**src/rtl/core/pru_pkg.sv**
```systemverilog
// Shared types and constants for the pixel replicate upscaler.
// Used by every module of the block but pru_ram; depends on nothing else.
`timescale 1ns / 1ps

package pru_pkg;

    localparam int MAX_WIDTH   = 2048;
    localparam int STORE_AW    = $clog2(MAX_WIDTH);
    localparam int PIX_W       = 24;
    localparam int QUEUE_DEPTH = 4;
    localparam int QUEUE_AW    = $clog2(QUEUE_DEPTH);

    localparam logic [6:0]  SCALE_LIMIT = 7'd100;
    localparam logic [11:0] WIDTH_LIMIT = 12'(MAX_WIDTH);

    localparam logic OP_PUSH = 1'b0;
    localparam logic OP_PULL = 1'b1;

    localparam logic [1:0] REG_SCALE  = 2'd0;
    localparam logic [1:0] REG_WIDTH  = 2'd1;
    localparam logic [1:0] REG_HEIGHT = 2'd2;

    typedef enum logic [1:0] {
        ST_PUSH_OK      = 2'd0,
        ST_PUSH_REFUSED = 2'd1,
        ST_PIXEL        = 2'd2,
        ST_EMPTY        = 2'd3
    } t_status;

    typedef struct packed {
        t_status    status;
        logic       row_last;
        logic [1:0] pad_bytes;
        logic       frame_last;
    } t_meta;

    typedef struct packed {
        t_meta              meta;
        logic [PIX_W-1:0]   pixel;
    } t_result;

    typedef struct packed {
        logic                 we;
        logic [STORE_AW-1:0]  waddr;
        logic [PIX_W-1:0]     wdata;
        logic                 re;
        logic [STORE_AW-1:0]  raddr;
    } t_ram_req;

endpackage

```
**src/rtl/core/pru_back.sv**
```systemverilog
// Back end: joins the staged result flags with the line store read data and
// queues finished results for the output channel. Depends on pru_pkg.
`timescale 1ns / 1ps

module pru_back (
    input  logic                      i_clk,
    input  logic                      i_rst_n,
    input  logic                      i_issue,
    input  pru_pkg::t_meta            i_meta,
    input  logic [pru_pkg::PIX_W-1:0] i_rdata,
    output logic                      o_room,
    output logic                      o_valid,
    input  logic                      i_stall,
    output pru_pkg::t_result          o_result
);
    import pru_pkg::*;

    logic                r_stage_valid;
    t_meta               r_stage_meta;
    t_result             r_queue [QUEUE_DEPTH];
    logic [QUEUE_AW-1:0] r_head, r_tail;
    logic [QUEUE_AW:0]   r_count, n_count;
    logic                push, pop;
    t_result             stage_result;

    // Pixel bytes read zero unless the result actually gives a pixel.
    always_comb begin
        stage_result.meta  = r_stage_meta;
        stage_result.pixel = (r_stage_meta.status == ST_PIXEL) ? i_rdata : '0;
    end

    assign push    = r_stage_valid;
    assign o_valid = (r_count != '0);
    assign pop     = o_valid && !i_stall;
    assign n_count = r_count + (QUEUE_AW+1)'(push) - (QUEUE_AW+1)'(pop);

    // The item held in the stage register already owns a queue slot.
    assign o_room  = ((QUEUE_AW+1)'(r_count) + (QUEUE_AW+1)'(r_stage_valid))
                     < (QUEUE_AW+1)'(QUEUE_DEPTH);

    assign o_result = r_queue[r_head];

    always_ff @(posedge i_clk) begin
        if (!i_rst_n) begin
            r_stage_valid <= 1'b0;
            r_head        <= '0;
            r_tail        <= '0;
            r_count       <= '0;
        end else begin
            r_stage_valid <= i_issue;
            r_count       <= n_count;
            if (push) begin
                r_tail <= r_tail + QUEUE_AW'(1);
            end
            if (pop) begin
                r_head <= r_head + QUEUE_AW'(1);
            end
        end
    end

    always_ff @(posedge i_clk) begin
        if (i_issue) begin
            r_stage_meta <= i_meta;
        end
        if (push) begin
            r_queue[r_tail] <= stage_result;
        end
    end

endmodule

```
**config.mk**
```make
export PLATFORM = sky130hd
export DESIGN_NAME = pru_back
export DESIGN_NICKNAME = d
export VERILOG_FILES = /design/src/rtl/core/pru_pkg.sv /design/src/rtl/core/pru_back.sv
export SDC_FILE = /design/constraint.sdc
export NUM_CORES = 1
export LEC_CHECK = 0
export BUFFER_PORTS_ARGS = -buffer_cell sky130_fd_sc_hd__buf_2
export CELL_PAD_IN_SITES_DETAIL_PLACEMENT = 1
export CELL_PAD_IN_SITES_GLOBAL_PLACEMENT = 1
export CORE_ASPECT_RATIO = 0.8
export CORE_MARGIN = 10
export CORE_UTILIZATION = 50
export DETAILED_ROUTE_END_ITERATION = 6
export GPL_TIMING_DRIVEN = 0
export MAX_ROUTING_LAYER = met4
export PLACE_DENSITY_LB_ADDON = 0.1
export SETUP_SLACK_MARGIN = 0.1
export SYNTH_ARGS = -nofsm -noshare
export SYNTH_HDL_FRONTEND = slang
export SYNTH_SLANG_ARGS = --single-unit
```
**constraint.sdc**
```tcl
create_clock -name i_clk -period 2.18 [get_ports i_clk]
set_clock_uncertainty 0.05 [all_clocks]
set_input_delay 0.436 -clock i_clk [delete_from_list [all_inputs] [get_ports i_clk]]
set_output_delay 0.436 -clock i_clk [all_outputs]
set_load 0.02 [all_outputs]
```
== Word level (Yosys, flattened, before mapping) ==
Memory sizes are Yosys's and may differ from the RTL's. A register that Yosys moved wholly into a read port is not among the register bits.
Index checks and enable logic that the tools add are counted.
Word-level totals
  register bits after elaboration: 14
  latch bits: 0
  memory bits (writable): 120
  memory bits (read-only): 0
  output and inout port bits: 32
  word-level logic and storage cells: 23
  memories: 1
Cells by class
  add/subtract/negate cells: 4
  multipliers: 0
  divide/modulo/power cells: 0
  $lt $le $gt $ge: 1
  equal/unequal tests: 1
  shift operators: 0
  muxes and demuxes: 5
  bitwise gates (word level): 0
  reduce and logical (&&, ||, !) cells: 3
Memories
  r_queue: depth 4, width 30, rd ports 1, clocked after memory_dff 1, write ports 1, RTL line pru_back.sv:20  | t_result r_queue [QUEUE_DEPTH];
Operators with widths (count)
  24-bit 2-to-1 mux: 1
  2-bit by 1-bit adder with 2-bit output (second input constant): 2
  2-bit 2-to-1 mux: 2
  3-bit by 1-bit adder with 3-bit output: 1
  3-bit < comparator (second input constant): 1
  3-bit nonzero test: 1
  3-bit by 1-bit subtractor with 3-bit output: 1
  2-bit == test (second input constant): 1
  1-bit 2-to-1 mux: 2
  1-bit logical AND: 1
  1-bit zero test: 1

== Logic depth before layout (Yosys ltp) ==
  depth in word-level cells: 4
  depth in mapped cells: 6
  depth with buffers taken out: 6

== Worst setup path after synthesis ==
Ideal clock, no wire load.
  path type: register -> register
  from: register r_tail[0]
  to: memory r_queue[2][0] (netlist bit) (enable)
  setup time: 390 ps
  arrival: 1285 ps
  path slack: 455 ps
  cell stages (with the launch flop): 4
  period minus slack after synthesis: 1725 ps
  path through: dfxtp_1 -> inv_1 -> ha_1 -> and2_1
RTL lines
  start, declared: RTL line pru_back.sv:21  | logic [QUEUE_AW-1:0] r_head, r_tail;
  start signal, assigned: RTL line pru_back.sv:53  | r_tail <= r_tail + QUEUE_AW'(1);
  end, declared: RTL line pru_back.sv:20
No word-level cell before the write port.

==> key figures <==
Run status
  • Status: complete, no violations

Worst setup path
  • Critical path endpoint: o_result[16]
  • Max FO, Critical Path: 10
  • R2r setup slk: 410 ps
  • Class of the most critical setup path: reg2out
  • Worst r2r src: r_stage_meta[4]
  • Worst EP required: 1690 ps
  • WP data arrival: 1690 ps
  • R2R Path End: r_queue[1][22]
  • Worst path cell trace: buf_12 > mux4_2 > buf_2
  • Slowest stage cell, crit path: mux4_2
  • CP Capture Type: output pin
  • Startpoint type of the worst setup path: register
  • Worst reg2reg path depth: 3
  • Largest stage delay, worst path: 540 ps

Timing
  • Fmax achieved: 459 MHz
  • Setup ws final: 1.39 ps
  • Final Max Tran Viols: 0
  • # setup viols final: 0
  • Minimum clock period after layout: 2180 ps
  • Worst-Margin Slew: 845 ps
  • Setup repair after global routing missed its margin: yes
  • Setup TNS: 0 ps
  • Fin crit share: 99.9%
  • Final hold violation count: 0
  • Max_slew headroom: 43.6%

Synth
  • Share of the synthesized area in the top cell type: 73.3%
  • Yosys cell types: 22
  • Gate Count Post-Synth: 237
  • Synth warn: 0
  • Yosys reg bits: 136
  • Mapped Avg Cell Area: 21.8 um^2
  • Mapped Nets: 279
  • Synth area leaders: edfxtp_1 (73%), mux4_2 (13%), dfxtp_1 (3.9%), and2_1 (3.8%), ha_1 (1.9%)
  • Post-synth top area cell: edfxtp_1
  • Synth Cell Area: 5160 um^2
  • Register area share after synthesis: 77.2%

Place
  • Port Buf Inserts: 65
  • Dpl hpwl: 6.52 mm
  • RePlAce Congestion: 0.710
  • DP Cell Count: 442
  • Placement Setup Slack: 305 ps
  • Placement Cell Area: 5670 um^2

Power and ir drop
  • Peak supply drop: 0.696 mV
  • Cell Pwr Density: 1160 nW/um^2
  • Leakage: 2.29 nW

Drt
  • Antenna-violating nets left: 0
  • DR iter-0 viols: 189
  • First-pass iteration count of the detailed router: 4
  • Wirelength per Cell: 22.3 um
  • Vias per cell: 5.20
  • DRC: 0
  • DR vias: 2468
  • Total Wirelength: 10.6 mm

Final layout
  • Post-route cell area: 6480 um^2
  • Most frequent cells in the layout: edfxtp_1 (126), buf_2 (45), mux4_2 (30), and2_1 (27), buf_6 (22)
  • Fin cells: 475
  • Commonest non-fill, non-tap cell in the layout: edfxtp_1
  • Layout Nets: 364
  • Ant diodes: 0
  • FILL cells: 894
  • Layout area overhead: 25.6%
  • Share of cells above drive strength 1: 42.4%

Floorplanning
  • Row count: 33
  • IO Pins: 66
  • Die H: 111 um
  • Core area: 10200 um^2
  • Initial Util: 50.8%
  • Die W: 134 um
  • Die area: 14800 um^2

Clocking
  • CTS tree: done
  • CTS Buf Count: 17
  • Hold Buf Count CTS: 0
  • Htree depth: 4
  • Skew-Pair Late Insertion Delay: 410 ps
  • Clock-pin slew on the worst setup and hold paths: 50 ps
  • Root Buffer: clkbuf_16
  • Clock tree buffer depth: 2
  • Clock Sinks: 136

Global routing
  • Vias in the first global route: 2915
  • First-pass GRT wire length: 16.7 mm
  • Gr usage total: 15.4%
  • Initial antenna violation count: 0
  • Largest net degree at the start of global routing: 31
  • Total grt overflow: 0

Run
  • Max-cap violations: 0

Hold path
  • WHS Path Cells: 1
  • Hold/Removal Path Class: in2reg
==> where the power goes <==
part,internal [mW],leakage [nW],switching (mW)
logic,0.750,0.725,0.738
registers,2.98,1.26,0.0735
clock network,1.94,0.300,1.04
==> worst min path at each step <==
| stage | to | startpoint | slack, ps |
|---|---|---|---|
| floorplan | register | r_head[1] | 400 |
| global placement | r_head[1] | r_head[1] | 410 |
| detailed placement | r_head[1] | r_head[1] | 450 |
| CTS | r_stage_meta[2] | i_meta[2] | 130 |
| global route | r_stage_meta[1] | i_meta[1] | 140 |
| finish | r_stage_meta[2] | i_meta[2] | 150 |
==> registers in the layout, indices dropped and copies added, names as in the netlist, named ones only <==
name,flops
r_queue,120
r_stage_meta,6
r_count,3
r_head,2
r_tail,2
push,1
==> final cells by class <==
class	instances	area [um^2]	share of cell area (%)
sequential	136	3990	61.6
buffer	8	82.6	1.27
multi-input combinational	88	1120	17.3
inverter	5	18.8	0.290
timing repair buffer	66	473	7.30
clock inverter	12	176	2.72
clock buffer	20	447	6.89
tap	140	175	2.70
==> kinds of logic after synthesis <==
group | count (synthesis) | share of synthesized area [%]
compound gates | 4 | 0.533
mux | 32 | 13.5
fa+ha+maj | 8 | 1.94
buf+inv | 13 | 1.45
simple gates | 42 | 5.04
xor+xnor | 2 | 0.340
flops | 136 | 77.2
==> per-stage QoR <==
stage	power (mW)	hold slack, ps	util, %
finish	7.52	151	63.8
global route	7.82	138	63.8
CTS	7.60	130	63.6
detailed placement	4.39	447	55.8
global placement	4.35	411	55.7
floorplan	3.98	395	-
==> cells in the mapped netlist <==
cell	instances
buf_2	3
mux2i_1	2
nor3b_1	1
nand2_1	1
nor2b_1	4
and2_1	31
edfxtp_1	126
clkbuf_1	2
buf_6	3
nand2b_1	1
xnor2_1	1
o21a_1	1
ha_1	8
nor2_1	2
or3_1	1
a21boi_0	2
inv_1	5
nor3_2	1
mux4_2	30
dfxtp_1	10
xor2_1	1
o21ai_0	1
==> timing repair <==
action                     4_1_cts  5_1_grt
setup endpoints to repair       31       57
gates cloned                     0        0
resized for setup               53        6
pin swaps                        1        1
setup buffers                    0        1
==> routing by layer <==
layer  up-vias  share of wire, %  GRT usage, %
li1       1123                 -             -
met1      1278                44          18.7
met2        58                52          24.2
met3         9               3.2          4.03
met4         0               1.2          6.30
met5         -                 0             -
==> critical path, delay by kind of cell, from the launching register on <==
family                 cells  cell delay (ps)
DFF                        1              400
muxes                      1              540
buffers and inverters      2              340
Power figures use the tool's default switching activity.
