File: src/rtl/core/pru_pkg.sv
// Shared types and constants for the pixel replicate upscaler.
// Used by every module of the block but pru_ram; depends on nothing else.
`timescale 1ns / 1ps

package pru_pkg;

    localparam int MAX_WIDTH   = 2048;
    localparam int STORE_AW    = $clog2(MAX_WIDTH);
    localparam int PIX_W       = 24;
    localparam int QUEUE_DEPTH = 4;
    localparam int QUEUE_AW    = $clog2(QUEUE_DEPTH);

    localparam logic [6:0]  SCALE_LIMIT = 7'd100;
    localparam logic [11:0] WIDTH_LIMIT = 12'(MAX_WIDTH);

    localparam logic OP_PUSH = 1'b0;
    localparam logic OP_PULL = 1'b1;

    localparam logic [1:0] REG_SCALE  = 2'd0;
    localparam logic [1:0] REG_WIDTH  = 2'd1;
    localparam logic [1:0] REG_HEIGHT = 2'd2;

    typedef enum logic [1:0] {
        ST_PUSH_OK      = 2'd0,
        ST_PUSH_REFUSED = 2'd1,
        ST_PIXEL        = 2'd2,
        ST_EMPTY        = 2'd3
    } t_status;

    typedef struct packed {
        t_status    status;
        logic       row_last;
        logic [1:0] pad_bytes;
        logic       frame_last;
    } t_meta;

    typedef struct packed {
        t_meta              meta;
        logic [PIX_W-1:0]   pixel;
    } t_result;

    typedef struct packed {
        logic                 we;
        logic [STORE_AW-1:0]  waddr;
        logic [PIX_W-1:0]     wdata;
        logic                 re;
        logic [STORE_AW-1:0]  raddr;
    } t_ram_req;

endpackage

File: src/rtl/core/pru_front.sv
// Front end: accepts requests, classifies push and pull, keeps all row and
// frame counters and issues line store accesses. Depends on pru_pkg.
`timescale 1ns / 1ps

module pru_front (
    input  logic                  i_clk,
    input  logic                  i_rst_n,
    input  logic                  i_valid,
    output logic                  o_stall,
    input  logic                  i_opcode,
    input  logic [pru_pkg::PIX_W-1:0] i_pixel,
    input  logic                  i_room,
    input  logic [6:0]            i_scale,
    input  logic [11:0]           i_width,
    input  logic [15:0]           i_height,
    output logic                  o_issue,
    output pru_pkg::t_meta        o_meta,
    output pru_pkg::t_ram_req     o_ram
);
    import pru_pkg::*;

    logic        r_row_ready, n_row_ready;
    logic [11:0] r_fill, n_fill;
    logic [10:0] r_send, n_send;
    logic [6:0]  r_copy, n_copy;
    logic [6:0]  r_repeat, n_repeat;
    logic [15:0] r_row, n_row;

    logic        accept;
    logic [6:0]  s_eff;
    logic [11:0] w_eff;
    logic [15:0] h_eff;
    logic [3:0]  prod;
    logic [3:0]  bytes_low;
    logic [11:0] fill_inc;
    logic        last_copy, last_col, last_rep, last_row;

    assign accept  = i_valid && i_room;
    assign o_stall = !i_room;
    assign o_issue = accept;

    always_comb begin
        if (i_scale == 7'd0) begin
            s_eff = 7'd1;
        end else if (i_scale > SCALE_LIMIT) begin
            s_eff = SCALE_LIMIT;
        end else begin
            s_eff = i_scale;
        end
        if (i_width == 12'd0) begin
            w_eff = 12'd1;
        end else if (i_width > WIDTH_LIMIT) begin
            w_eff = WIDTH_LIMIT;
        end else begin
            w_eff = i_width;
        end
        h_eff = (i_height == 16'd0) ? 16'd1 : i_height;
    end

    // Only the low two bits of 3*scale*width decide the row padding.
    assign prod      = {2'b00, s_eff[1:0]} * {2'b00, w_eff[1:0]};
    assign bytes_low = prod + {prod[2:0], 1'b0};

    assign fill_inc  = r_fill + 12'd1;
    assign last_copy = ({1'b0, r_copy} + 8'd1) >= {1'b0, s_eff};
    assign last_col  = ({1'b0, r_send} + 12'd1) >= w_eff;
    assign last_rep  = ({1'b0, r_repeat} + 8'd1) >= {1'b0, s_eff};
    assign last_row  = ({1'b0, r_row} + 17'd1) >= {1'b0, h_eff};

    always_comb begin
        n_row_ready = r_row_ready;
        n_fill      = r_fill;
        n_send      = r_send;
        n_copy      = r_copy;
        n_repeat    = r_repeat;
        n_row       = r_row;
        o_meta      = '0;
        o_ram       = '0;
        o_ram.waddr = r_fill[STORE_AW-1:0];
        o_ram.wdata = i_pixel;
        o_ram.raddr = r_send[STORE_AW-1:0];

        if (i_opcode == OP_PUSH) begin
            if (r_row_ready) begin
                o_meta.status = ST_PUSH_REFUSED;
            end else begin
                o_meta.status = ST_PUSH_OK;
                o_ram.we      = accept;
                n_fill        = fill_inc;
                if (fill_inc >= w_eff || fill_inc == 12'd0) begin
                    n_fill      = 12'd0;
                    n_row_ready = 1'b1;
                    n_send      = 11'd0;
                    n_copy      = 7'd0;
                    n_repeat    = 7'd0;
                end
            end
        end else if (!r_row_ready) begin
            o_meta.status = ST_EMPTY;
        end else begin
            o_meta.status = ST_PIXEL;
            o_ram.re      = accept;
            if (!last_copy) begin
                n_copy = r_copy + 7'd1;
            end else begin
                n_copy = 7'd0;
                if (!last_col) begin
                    n_send = r_send + 11'd1;
                end
            end
            if (last_copy && last_col) begin
                o_meta.row_last  = 1'b1;
                o_meta.pad_bytes = 2'(4'd0 - bytes_low);
                n_send           = 11'd0;
                if (last_rep) begin
                    n_repeat    = 7'd0;
                    n_row_ready = 1'b0;
                    if (last_row) begin
                        o_meta.frame_last = 1'b1;
                        n_row             = 16'd0;
                    end else begin
                        n_row = r_row + 16'd1;
                    end
                end else begin
                    n_repeat = r_repeat + 7'd1;
                end
            end
        end
    end

    always_ff @(posedge i_clk) begin
        if (!i_rst_n) begin
            r_row_ready <= 1'b0;
            r_fill      <= 12'd0;
            r_send      <= 11'd0;
            r_copy      <= 7'd0;
            r_repeat    <= 7'd0;
            r_row       <= 16'd0;
        end else if (accept) begin
            r_row_ready <= n_row_ready;
            r_fill      <= n_fill;
            r_send      <= n_send;
            r_copy      <= n_copy;
            r_repeat    <= n_repeat;
            r_row       <= n_row;
        end
    end

endmodule

File: config.mk
export PLATFORM = sky130hd
export DESIGN_NAME = pru_front
export DESIGN_NICKNAME = d
export VERILOG_FILES = /design/src/rtl/core/pru_pkg.sv /design/src/rtl/core/pru_front.sv
export SDC_FILE = /design/constraint.sdc
export NUM_CORES = 1
export LEC_CHECK = 0
export BUFFER_PORTS_ARGS = -buffer_cell sky130_fd_sc_hd__buf_4
export CAP_MARGIN = 40
export CELL_PAD_IN_SITES_DETAIL_PLACEMENT = 1
export CELL_PAD_IN_SITES_GLOBAL_PLACEMENT = 1
export CORE_ASPECT_RATIO = 1.1
export CORE_UTILIZATION = 36
export CTS_CLUSTER_SIZE = 8
export DETAILED_ROUTE_END_ITERATION = 10
export GPL_TIMING_DRIVEN = 0
export PLACE_DENSITY_LB_ADDON = 0.15
export SYNTH_ARGS = -nofsm -noshare
export SYNTH_HDL_FRONTEND = slang
export SYNTH_SLANG_ARGS = --single-unit
export TNS_END_PERCENT = 5
File: constraint.sdc
create_clock -name i_clk -period 3.7 [get_ports i_clk]
set_input_delay 0.185 -clock i_clk [delete_from_list [all_inputs] [get_ports i_clk]]
set_output_delay 0.185 -clock i_clk [all_outputs]
set_load 0.03 [all_outputs]
# After elaboration in Yosys (flattened, before gate mapping)
# Index checks and enable logic that the tools add are counted.
# W data, S select, Z words.
[op_classes]
add_sub_neg = 11
n_mul = 1
n_div = 0
magnitude_cmp = 7
n_eq_ne = 5
n_shift = 0
muxes = 41
bitwise = 2
reduce_logical = 14
[ops]
columns = ["op", "n"]
rows = [
  ["$mux W11", 7],
  ["$mux W7", 11],
  ["$mux W12", 3],
  ["$mux W16", 2],
  ["$ge A12 B12 Y1", 2],
  ["$logic_not A12 Y1", 2],
  ["$add A16 B1 Y17 const B", 1],
  ["$ge A17 B16 Y1", 1],
  ["$add A16 B1 Y16 const B", 1],
  ["$add A7 B1 Y8 const B", 2],
  ["$ge A8 B7 Y1", 2],
  ["$logic_not A16 Y1", 1],
  ["$add A7 B1 Y7 const B", 2],
  ["$mux W1", 14],
  ["$add A11 B1 Y12 const B", 1],
  ["$add A12 B1 Y12 const B", 1],
  ["$gt A12 B12 Y1 const B", 1],
  ["$mux W4", 3],
  ["$add A11 B1 Y11 const B", 1],
  ["$reduce_and A5 Y1", 2],
  ["$gt A7 B7 Y1 const B", 1],
  ["$logic_not A7 Y1", 1],
  ["$reduce_and A6 Y1", 1],
  ["$ne A2 B1 Y1 const B", 2],
  ["14 further kinds", 16],
]
[word_totals]
regBits = 54
latchBits = 0
ramBits = 0
rom_bits = 0
inputBits = 64
n_memories = 0

# Depth between registers and ports, before layout
# Gate-level depths: netlist (run 1).
[logic_depth]
word_depth = 9
mapped_depth = 17
ltp_nobuf = 14

# Worst setup path after synthesis (run 1)
# OpenSTA, ideal clock, no wires.
[synth_path]
kind = "reg-to-output"
start = "reg r_send[2]"
end = "out o_meta[2] in the netlist's numbering"
t_arrival_ns = 4.396
required_ns = 3.515
slack_ns = -0.881
stages_incl_launch_ff = 14
path_buffers = 1
cell_sequence = "dfxtp_1 nand3_1 or2_2 clkbuf_1 nor2_1 nand3_1 xnor2_1 ha_1 and3_1 a221oi_1 and2_1 a311o_2 nor3_1 a21boi_0"
[synth_rtl]
columns = ["item", "line", "source"]
rows = [
  ["start, declared", "pru_front.sv:24", "logic [10:0] r_send, n_send;"],
  ["start signal, assigned", "pru_front.sv:142", "r_send <= n_send;"],
  ["end, declared", "pru_front.sv:17", "output pru_pkg::t_meta o_meta,"],
]

==> flow_summary_export.csv, run 1 <==
group,metric,value,unit
critical_path,cp_max_fo,10,
power,clock_power_share,37.7,%
critical_path,crit_type,"reg -> out",
synth,yosys.area_share.xor_xnor,7.60,%
critical_path,cp.required,3510,ps
place,dp.cells,956,
synth,synth.area.mux_share,0.796,%
synth,synth_edf_count,0,
routing,antenna_left,0,
global_route,grt_pass1_vias,5528,
cells_and_area,layout_commonest_cell,"buf_4",
die,core,14000,µm²
global_route,antenna_found_initial,0,
hold_path,hold_path_depth,3,
global_route,grt_use_met1,28.8,%
sta,relSlewSlack,40.2,%
synth,yosys_register_bits,54,
routing,drt_iter0_markers,199,
sta,worst_pin_slew,890,ps
critical_path,cp.buffers_inverters,2,
critical_path,cpLargestDelayFamily,"simple AND/OR/NAND/NOR gates",
routing,drc,0,
synth,yosys_most_used_dff,"dfxtp_1",
cts,root_buffer,"clkbuf_16",
synth,synth_area,5190,µm²
cts,path_clk_slew,80,ps
die,num_rows,45,
cts,htreeDepth,2,
place,gp_congestion,0.845,
cells_and_area,finalNetCount,921,
sta,rsz0062_at_grt,"yes",
critical_path,rr_endpoint,"r_row[5]",
global_route,use_met2,41.6,%
critical_path,cp_common_cell,"nor2_4",
global_route,grt_max_degree,17,
power,swShare,29.5,%
sta,holdWs,418,ps
die,die_y,128,µm
place,dp_slack,-853,ps
synth,ys_async_sr_fraction,0,%
routing,firstDrtPassIters,4,
cells_and_area,instances_no_fill,986,
power,p_int,951,µW
cells_and_area,diodes,0,
cells_and_area,areaGrowthSynthToFinish,31.2,%
sta,hold_viol_final,0,
power,p_switching,397,µW
synth,avgSynthCellArea,7.70,µm²
cells_and_area,layout_common_cells,"buf_4 (157), nand2_1 (73), ha_1 (56)",
power,finalPower,1.35,mW
cts,clock_path_buffers,2,
critical_path,arrival,3410,ps
cts,postCtsHoldBufs,0,
global_route,grt_pass1_wl,27200,µm
sta,fmax,278,MHz
routing,finalWirelength,17300,µm
power,p_seq_share,42.7,%
critical_path,end_kind,"primary output",
die,fp.dieW,116,µm
synth,yosysSeqAreaShare,20.8,%
routing,wl_per_cell,17.5,µm
critical_path,worstPathCellList,"nand3_1, or4_4, nor2_4, nand3_2, or2_4, xnor2_2, ha_4, o211ai_1, nor2_1, nand4_1, o221ai_4, nor2_2, clkbuf_8, nor2_4, buf_6",
sta,period_needed,3590,ps
synth,synthAdderAreaFrac,14.5,%
routing,routed_via_density,5.51,
synth,synth_cell_types,64,
hold_path,hp-class,"in -> reg",
die,pin_count,120,
power,p_leak,2.95,nW
power,ir_drop,162,µV
place,port_buffers,94,
critical_path,critPathMaxStageDelay,570,ps
power,pwr-share-comb,19.6,%
cts,clock-sinks,54,
hold_path,hp-start,"i_opcode",
synth,synthCells,674,
synth,yosys_warnings,0,
power,p_per_area,198,nW/µm²
sta,drv_slew,0,
sta,finalCritPeriodShare,97.2,%
synth,synth_top_family_by_area,"simple AND/OR/NAND/NOR gates",
critical_path,startpoint_type,"flop",
cts,clk-insertion-delay-late,300,ps
critical_path,worstReg2RegStart,"r_send[0]",
synth,synth_nets,798,
global_route,grt_overflow,0,
run,drv_cap,0,
sta,fin_ws,105,ps
die,start_util,37.2,%
sta,finalSetupViolCount,0,
synth,synthSimpleGateAreaFrac,25.0,%
routing,via_count,5433,
critical_path,worstSetupPathDepth,15,
cts,cts_made_buffers,5,
hold_path,min_to,"r_copy[6]",
place,dpl.hpwl,13100,µm
critical_path,worst-r2r-setup-slack,160,ps
global_route,globalRouteMet3Util,2.32,%
cells_and_area,drive_gt1_share,31.6,%
cts,cts_tree,"done",
die,die_area,14900,µm²
outcome,status,"completed",
sta,clock-skew-final,4.55,ps
critical_path,critPathSlowestCell,"or4_4",
global_route,grt-busiest-layer,"met2",
global_route,grt_usage,23.1,%
synth,synth_compound_gate_area_share,20.8,%
critical_path,reg2reg_depth,15,
==> power by group through the flow <==
| stage | registers (mW) | logic (mW) | clock network (mW) |
|---|---|---|---|
| after floorplan | 0.595 | 0.148 | 0 |
| after global placement | 0.596 | 0.248 | 0 |
| after detailed placement | 0.596 | 0.256 | 0 |
| after CTS | 0.582 | 0.263 | 0.527 |
| after global routing | 0.577 | 0.289 | 0.543 |
| final | 0.576 | 0.265 | 0.508 |
==> how the worst max path moves through the flow <==
stage                         start         to  slack [ps]
final                      r_row[8]  o_meta[0]         110
after global routing      r_send[0]   r_row[5]         -60
after CTS                 r_send[4]  o_meta[0]        -110
after detailed placement   r_row[0]  o_meta[0]        -850
after global placement     r_row[0]  o_meta[0]        -820
after floorplan           r_send[2]  r_row[11]          20
==> registers in the layout (all words and copies together), names as in the netlist <==
signal	cells
r_send	11
r_fill	12
r_copy	7
r_row_ready	1
r_row	16
r_repeat	7
==> metal layers <==
layer | part of all wire (%) | wire [µm]
met1 | 44 | 7650
met2 | 51 | 8860
met3 | 3.0 | 515
met4 | 1.4 | 239
met5 | 0 | 0
==> area by class of cell <==
cell class | count | area, µm²
multi-input combinational | 521 | 3840
clock buffer | 6 | 139
tap | 188 | 235
sequential | 54 | 1140
buffer | 62 | 404
clock inverter | 2 | 11.3
fill | 1771 | 7150
inverter | 32 | 120
timing repair buffer | 121 | 912
==> logic make-up after synthesis <==
group | Yosys count
adder cells (fa/ha/maj) | 60
flip-flops | 54
buffers and inverters | 99
XOR/XNOR | 45
AO/OA/AOI/OAI | 152
AND/OR/NAND/NOR | 260
multiplexers | 4
==> synthesized netlist by cell type (16+ instances only) <==
cell type,n,area (µm²)
inv_1,31,116
dfxtp_1,54,1080
o21ai_0,19,95.1
ha_1,60,751
nor3_1,20,100
nand3_1,39,195
nor2_1,46,173
xnor2_1,31,272
a21oi_1,36,180
nand2_1,73,274
clkbuf_1,16,60.1
buf_4,39,293
nand4_1,18,113
==> what timing repair did <==
item	in CTS	in global routing
endpoints found under the setup margin	46	45
buffers inserted	13	14
pin swaps	8	18
gates resized for setup	43	39
hold endpoints to repair	0	0
==> worst min-delay path, cell delays in order <==
cell,delay (ps)
clkbuf_1,260
nand4_1,160
a21oi_1,60
==> stage by stage <==
stage / TNS, ps / utilization [%] / area [µm²]
final: 0 / 48.8 / 6810
after CTS: -105 / 47.1 / 6570
after global routing: -115 / 48.8 / 6810
after global placement: -15120 / 44.2 / 6170
after detailed placement: -18450 / 44.2 / 6170
after floorplan: 0 / - / 5230
Power figures use the tool's default switching activity.
==> run 2: changes to the inputs <==
--- a/config.mk
+++ b/config.mk
@@ -5,12 +5,13 @@
 export SDC_FILE = /design/constraint.sdc
 export NUM_CORES = 1
 export LEC_CHECK = 0
+export ABC_AREA = 1
 export BUFFER_PORTS_ARGS = -buffer_cell sky130_fd_sc_hd__buf_4
 export CAP_MARGIN = 40
 export CELL_PAD_IN_SITES_DETAIL_PLACEMENT = 1
 export CELL_PAD_IN_SITES_GLOBAL_PLACEMENT = 1
 export CORE_ASPECT_RATIO = 1.1
-export CORE_UTILIZATION = 36
+export CORE_UTILIZATION = 34
 export CTS_CLUSTER_SIZE = 8
 export DETAILED_ROUTE_END_ITERATION = 10
 export GPL_TIMING_DRIVEN = 0
==> flow_summary_export.csv, run 2 <==
group,metric,value,unit
outcome,status,"completed",
synth,yosysSeqAreaShare,20.2,%
synth,yosys_register_bits,54,
power,swShare,31.2,%
routing,wl_per_cell,13.3,µm
power,ir_drop,169,µV
die,die_y,133,µm
cts,root_buffer,"clkbuf_16",
cts,cts_tree,"done",
routing,drt_iter0_markers,173,
synth,synthCells,860,
cts,postCtsHoldBufs,0,
critical_path,critPathMaxStageDelay,360,ps
power,p_int,1.03,mW
cells_and_area,finalNetCount,1091,
critical_path,worstPathCellList,"inv_1, nor3_4, nand3_2, nor2_4, nand2_4, nor2_4, nand2_2, nor3_2, xor2_1, inv_1, ha_4, nand2_1, nor2_2, nand2_1, o21a_1, nand3_4, nand2_2, nor2_2, buf_6",
cells_and_area,diodes,0,
routing,drc,0,
synth,ys_async_sr_fraction,0,%
die,fp.dieW,122,µm
cts,path_clk_slew,80,ps
sta,drv_slew,0,
critical_path,arrival,3290,ps
synth,synth_top_area_share,20.2,%
place,port_buffers,95,
routing,antenna_left,0,
cts,htreeDepth,2,
synth,avgSynthCellArea,6.21,µm²
place,dp_slack,-677,ps
synth,yosysTopAreaCell,"dfxtp_1",
die,start_util,35.1,%
routing,routed_via_density,4.69,
cts,clk-insertion-delay-late,310,ps
die,pin_count,120,
cells_and_area,layout_common_cells,"nand2_1 (197), buf_4 (138), inv_1 (133)",
global_route,grt_pass1_wl,25800,µm
routing,firstDrtPassIters,4,
cts,clock-sinks,54,
die,num_rows,47,
critical_path,cp.required,3510,ps
sta,finalSetupViolCount,0,
synth,synth_cell_types,38,
power,p_per_area,225,nW/µm²
critical_path,cp_max_fo,5,
cells_and_area,top_register,"r_row",
synth,synth_nets,984,
critical_path,critPathSlowestCell,"dfxtp_4",
sta,worst_pin_slew,727,ps
critical_path,end_kind,"primary output",
routing,finalWirelength,15500,µm
critical_path,startpoint_type,"flop",
cells_and_area,drive_gt1_share,21.3,%
sta,relSlewSlack,51.5,%
hold_path,hp-class,"in -> reg",
sta,final.setup.tns,0,ps
place,gp_congestion,0.779,
synth,yosys_warnings,0,
cells_and_area,top_regs,"r_row (16), r_fill (12), r_send (11)",
sta,period_needed,3470,ps
sta,clock-skew-final,16.0,ps
sta,hold_viol_final,0,
die,core,15200,µm²
sta,fin_ws,227,ps
global_route,grt_overflow,0,
synth,yosysMostFrequentCell,"nand2_1",
sta,rsz0062_at_grt,"no",
place,dpl.hpwl,12600,µm
power,pwr-share-comb,23.4,%
global_route,grt_pass1_vias,5519,
routing,via_count,5459,
sta,fmax,288,MHz
global_route,antenna_found_initial,0,
synth,synth_edf_count,0,
run,drv_cap,0,
synth,synth_area,5340,µm²
cts,cts_made_buffers,5,
power,clock_power_share,36.0,%
synth,yosys_most_used_dff,"dfxtp_1",
global_route,grt_max_degree,17,
synth,synth_area_leaders,"dfxtp_1 (20%), nand2_1 (14%), ha_1 (14%)",
power,finalPower,1.49,mW
power,p_switching,465,µW
cts,clock_path_buffers,2,
synth,synth_commonest_cells,"nand2_1 (201), nor2_1 (137), inv_1 (133)",
sta,finalCritPeriodShare,93.9,%
die,die_area,16200,µm²
power,p_leak,3.54,nW
cells_and_area,layout_commonest_cell,"nand2_1",
critical_path,crit_type,"reg -> out",
power,p_seq_share,40.6,%
cells_and_area,areaGrowthSynthToFinish,24.2,%
global_route,grt_usage,19.9,%
cells_and_area,largest_register_ffs,16,
run 2: cell count changes after synthesis, moves of 8 or more:
| cell | before | now |
|---|---|---|
| xor2_1 | 14 | 25 |
| xnor2_1 | 31 | 3 |
| o22ai_1 | 13 | 0 |
| o21ai_1 | 1 | 9 |
| nand2_1 | 73 | 201 |
| inv_1 | 31 | 133 |
| nor2_2 | 0 | 11 |
| a21o_1 | 12 | 1 |
| nor2_1 | 46 | 137 |
| or3_1 | 14 | 0 |
run 2: power groups by stage:
stage	registers [mW]	logic, mW	clock network [mW]
final	0.606	0.350	0.537
after global routing	0.608	0.393	0.574
after CTS	0.606	0.354	0.561
after detailed placement	0.620	0.352	0
after global placement	0.620	0.346	0
after floorplan	0.625	0.220	0
run 2: cell type report:
| cell class | count | area, µm² |
|---|---|---|
| clock buffers | 7 | 153 |
| repair buffers | 102 | 769 |
| well taps | 196 | 245 |
| plain buffers | 52 | 355 |
| inverters | 135 | 507 |
| clock inverters | 1 | 8.76 |
| fillers | 2075 | 8600 |
| flip-flops and latches | 54 | 1090 |
| multi-input cells | 617 | 3510 |
run 2: kinds of logic (layout without fill, tap and decap cells):
family,count (synthesis),count (layout),share of synthesized area (%)
XOR/XNOR,28,28,4.59
adder cells (fa/ha/maj),60,60,14.1
buffers and inverters,189,297,16.3
flip-flops,54,54,20.2
AO/OA/AOI/OAI,75,75,7.89
AND/OR/NAND/NOR,454,454,37.0
run 2: worst paths after layout:
path | startpoint | end | slack [ps] | depth (start not counted)
worst max-delay path | r_row[0] | o_meta[0] | 230 | 19
worst min-delay path | i_rst_n | r_copy[6] | 160 | 3
worst max register to register | r_row[0] | r_row[3] | 410 | 21
worst min register to register | r_fill[11] | r_fill[11] | 490 | 2
run 2: what timing repair did:
action,4_1_cts,5_1_grt
cloned,0,0
buffers inserted,2,5
pin swaps,5,8
hold endpoints to repair,0,0
endpoints found under the setup margin,10,3
gates resized for setup,16,19
run 2: worst max-delay path: cells and delay by family (launching register included):
kind	cells	cell delay (ps)
AO/OA/AOI/OAI	1	200
XOR/XNOR	1	260
adder cells (fa/ha/maj)	1	280
buffers and inverters	3	340
flip-flops	1	360
AND/OR/NAND/NOR	13	1520
run 2: through the flow:
| step | instance area (µm²) | hold slack [ps] | util (%) | cells |
|---|---|---|---|---|
| after detailed placement | 6300 | 487 | 41.4 | 1151 |
| after global placement | 6300 | 479 | 41.4 | 1151 |
| after floorplan | 5340 | 327 | - | 860 |
| final | 6640 | 163 | 43.6 | 1164 |
| after global routing | 6640 | 158 | 43.6 | 1164 |
| after CTS | 6560 | 152 | 43.1 | 1161 |
run 2: routing by layer:
layer,vias up,track usage [%],wire length (µm),share of wire [%]
met5,-,0,0,0
met4,0,4.12,142,0.92
met3,9,2.70,363,2.3
met2,60,35.7,7770,50
met1,2511,24.9,7190,47
li1,2879,-,-,-
==> run 3: changes to the inputs <==
--- a/config.mk
+++ b/config.mk
@@ -10,7 +10,6 @@
 export CAP_MARGIN = 40
 export CELL_PAD_IN_SITES_DETAIL_PLACEMENT = 1
 export CELL_PAD_IN_SITES_GLOBAL_PLACEMENT = 1
-export CORE_ASPECT_RATIO = 1.1
 export CORE_UTILIZATION = 34
 export CTS_CLUSTER_SIZE = 8
 export DETAILED_ROUTE_END_ITERATION = 10
==> constraint.sdc (replaced) <==
create_clock -name i_clk -period 3.7 [get_ports i_clk]
set_input_delay 0.185 -clock i_clk [delete_from_list [all_inputs] [get_ports i_clk]]
set_output_delay 0.185 -clock i_clk [all_outputs]
set_load 0.05 [all_outputs]
==> flow_summary_export.csv, run 3 (same netlist as run 2, synthesis figures left out) <==
group,metric,value,unit
global_route,grt_pass1_wl,25300,µm
cells_and_area,fillers,2067,
critical_path,arrival,3260,ps
critical_path,cp.required,3510,ps
routing,routed_via_density,4.68,
global_route,grt_pass1_vias,5353,
routing,finalWirelength,15400,µm
critical_path,endpoint,"o_meta[0]",
cells_and_area,finalNetCount,1093,
cts,clock-sinks,54,
global_route,grt_max_degree,17,
critical_path,critPathLaunch,"r_row[0]",
global_route,grt_usage,19.6,%
routing,drt_iter0_markers,161,
die,die_area,16200,µm²
power,finalPower,1.51,mW
power,p_per_area,226,nW/µm²
routing,firstDrtPassIters,4,
cts,path_clk_slew,70,ps
sta,finalCritPeriodShare,93.0,%
sta,period_needed,3440,ps
outcome,status,"completed",
run,drv_cap,0,
critical_path,worst-r2r-setup-slack,390,ps
place,gp_congestion,0.797,
cells_and_area,multi_input_area,3510,µm²
cells_and_area,largest_register_ffs,16,
place,port_buffers,95,
global_route,grt_overflow,0,
cells_and_area,top_regs,"r_row (16), r_fill (12), r_send (11)",
sta,drv_slew,0,
sta,finalSetupViolCount,0,
sta,hold_viol_final,0,
critical_path,critPathMaxStageDelay,340,ps
cells_and_area,layout_commonest_cell,"nand2_1",
critical_path,crit_type,"reg -> out",
cts,root_buffer,"clkbuf_16",
die,core,15300,µm²
die,fp.dieW,127,µm
critical_path,worstSetupPathDepth,18,
sta,fmax,291,MHz
sta,final.setup.tns,0,ps
place,dpl.hpwl,12500,µm
cts,cts_made_buffers,5,
place,dp_slack,-728,ps
global_route,grt_use_met1,25.1,%
sta,worst_pin_slew,673,ps
critical_path,rr_endpoint,"r_row[8]",
power,ir_drop,165,µV
critical_path,cp_max_fo,5,
cells_and_area,drive_gt1_share,22.1,%
cts,htreeDepth,2,
hold_path,hp-class,"in -> reg",
cts,clock_path_buffers,2,
global_route,antenna_found_initial,0,
critical_path,worstReg2RegStart,"r_row[0]",
critical_path,cp.buffers_inverters,3,
critical_path,startpoint_type,"flop",
die,num_rows,45,
critical_path,reg2reg_depth,19,
critical_path,cp_common_cell,"nand2_2",
sta,clock-skew-final,10.1,ps
routing,via_count,5529,
cells_and_area,top_register,"r_row",
cells_and_area,diodes,0,
cells_and_area,instances_no_fill,1181,
critical_path,worstPathCellList,"inv_2, nor3_4, nand3_2, nor2_4, nand2_2, nor2_2, nand2_2, nor3_2, xor2_1, inv_1, ha_4, nand4_1, nor4_2, nand2_1, nand3_4, nand2_2, nor2_4, buf_8",
routing,antenna_left,0,
sta,fin_ws,259,ps
critical_path,cpLargestDelayFamily,"simple AND/OR/NAND/NOR gates",
cts,clk-insertion-delay-late,320,ps
cells_and_area,areaGrowthSynthToFinish,24.8,%
sta,relSlewSlack,55.1,%
die,die_y,127,µm
critical_path,critPathSlowestCell,"dfxtp_2",
place,dp.cells,1166,
die,pin_count,120,
cells_and_area,seq_area,1090,µm²
die,start_util,35.0,%
routing,wl_per_cell,13.1,µm
power,p_leak,3.53,nW
cts,cts_tree,"done",
global_route,grt-busiest-layer,"met2",
global_route,globalRouteMet3Util,2.22,%
cells_and_area,layout_common_cells,"nand2_1 (198), buf_4 (140), inv_1 (131)",
routing,drc,0,
critical_path,end_kind,"primary output",
global_route,use_met2,34.7,%
sta,holdWs,171,ps
[run 3: layout make-up]
class / count / share of cell area [%]
Buffer: 52 / 5.33
Sequential cell: 54 / 16.4
Clock inverter: 2 / 0.188
Clock buffer: 6 / 2.08
Inverter: 135 / 7.60
Multi-Input combinational cell: 617 / 52.7
Timing Repair Buffer: 104 / 11.8
Tap cell: 211 / 3.96
[run 3: metal layers]
metal	routed length [µm]	part of all wire, %
met5	0	0
met4	163	1.1
met3	383	2.5
met2	7520	49
met1	7360	48
[run 3: per-stage QoR]
step	util [%]	cell area (µm²)
3_3_place_gp	41.5	6330
4_1_cts	43.0	6570
2_1_floorplan	-	5350
6_report	43.7	6670
5_1_grt	43.7	6670
3_5_place_dp	41.5	6330
[run 3: worst min path at each step]
stage | start | to | slack (ps) | cells past startpoint
final | i_rst_n | r_copy[6] | 170 | 3
after global routing | i_rst_n | r_copy[6] | 160 | 3
after CTS | i_rst_n | r_copy[6] | 160 | 3
after detailed placement | r_fill[11] | r_fill[11] | 490 | 2
after global placement | r_fill[11] | r_fill[11] | 480 | 2
after floorplan | i_rst_n | r_copy[6] | 330 | 2
[run 3: timing repair]
item / CTS / global route
pin swaps: 4 / 11
setup buffers: 1 / 8
endpoints found under the setup margin: 10 / 3
hold buffers: 0 / 0
cloned: 0 / 0
resized for setup: 15 / 21
[run 3: worst register-to-register path: stages, from the launching register on]
cell      delay [ps]
dfxtp_2          340
buf_4            110
ha_1             160
nand2_1          130
nor4_4           230
nand3_2          140
nor2_2           150
nand3_1          130
xor2_2           180
ha_1             330
a21oi_1          170
o211ai_1         100
a21oi_1          140
o21a_1           180
nand3_4          130
buf_4            170
buf_4            160
nor2_1           110
o21ai_1          100
nor2_1            90
[run 3: power breakdown]
group / switching (mW) / internal (mW)
sequential: 0.0145 / 0.592
combinational: 0.237 / 0.146
clock: 0.248 / 0.270
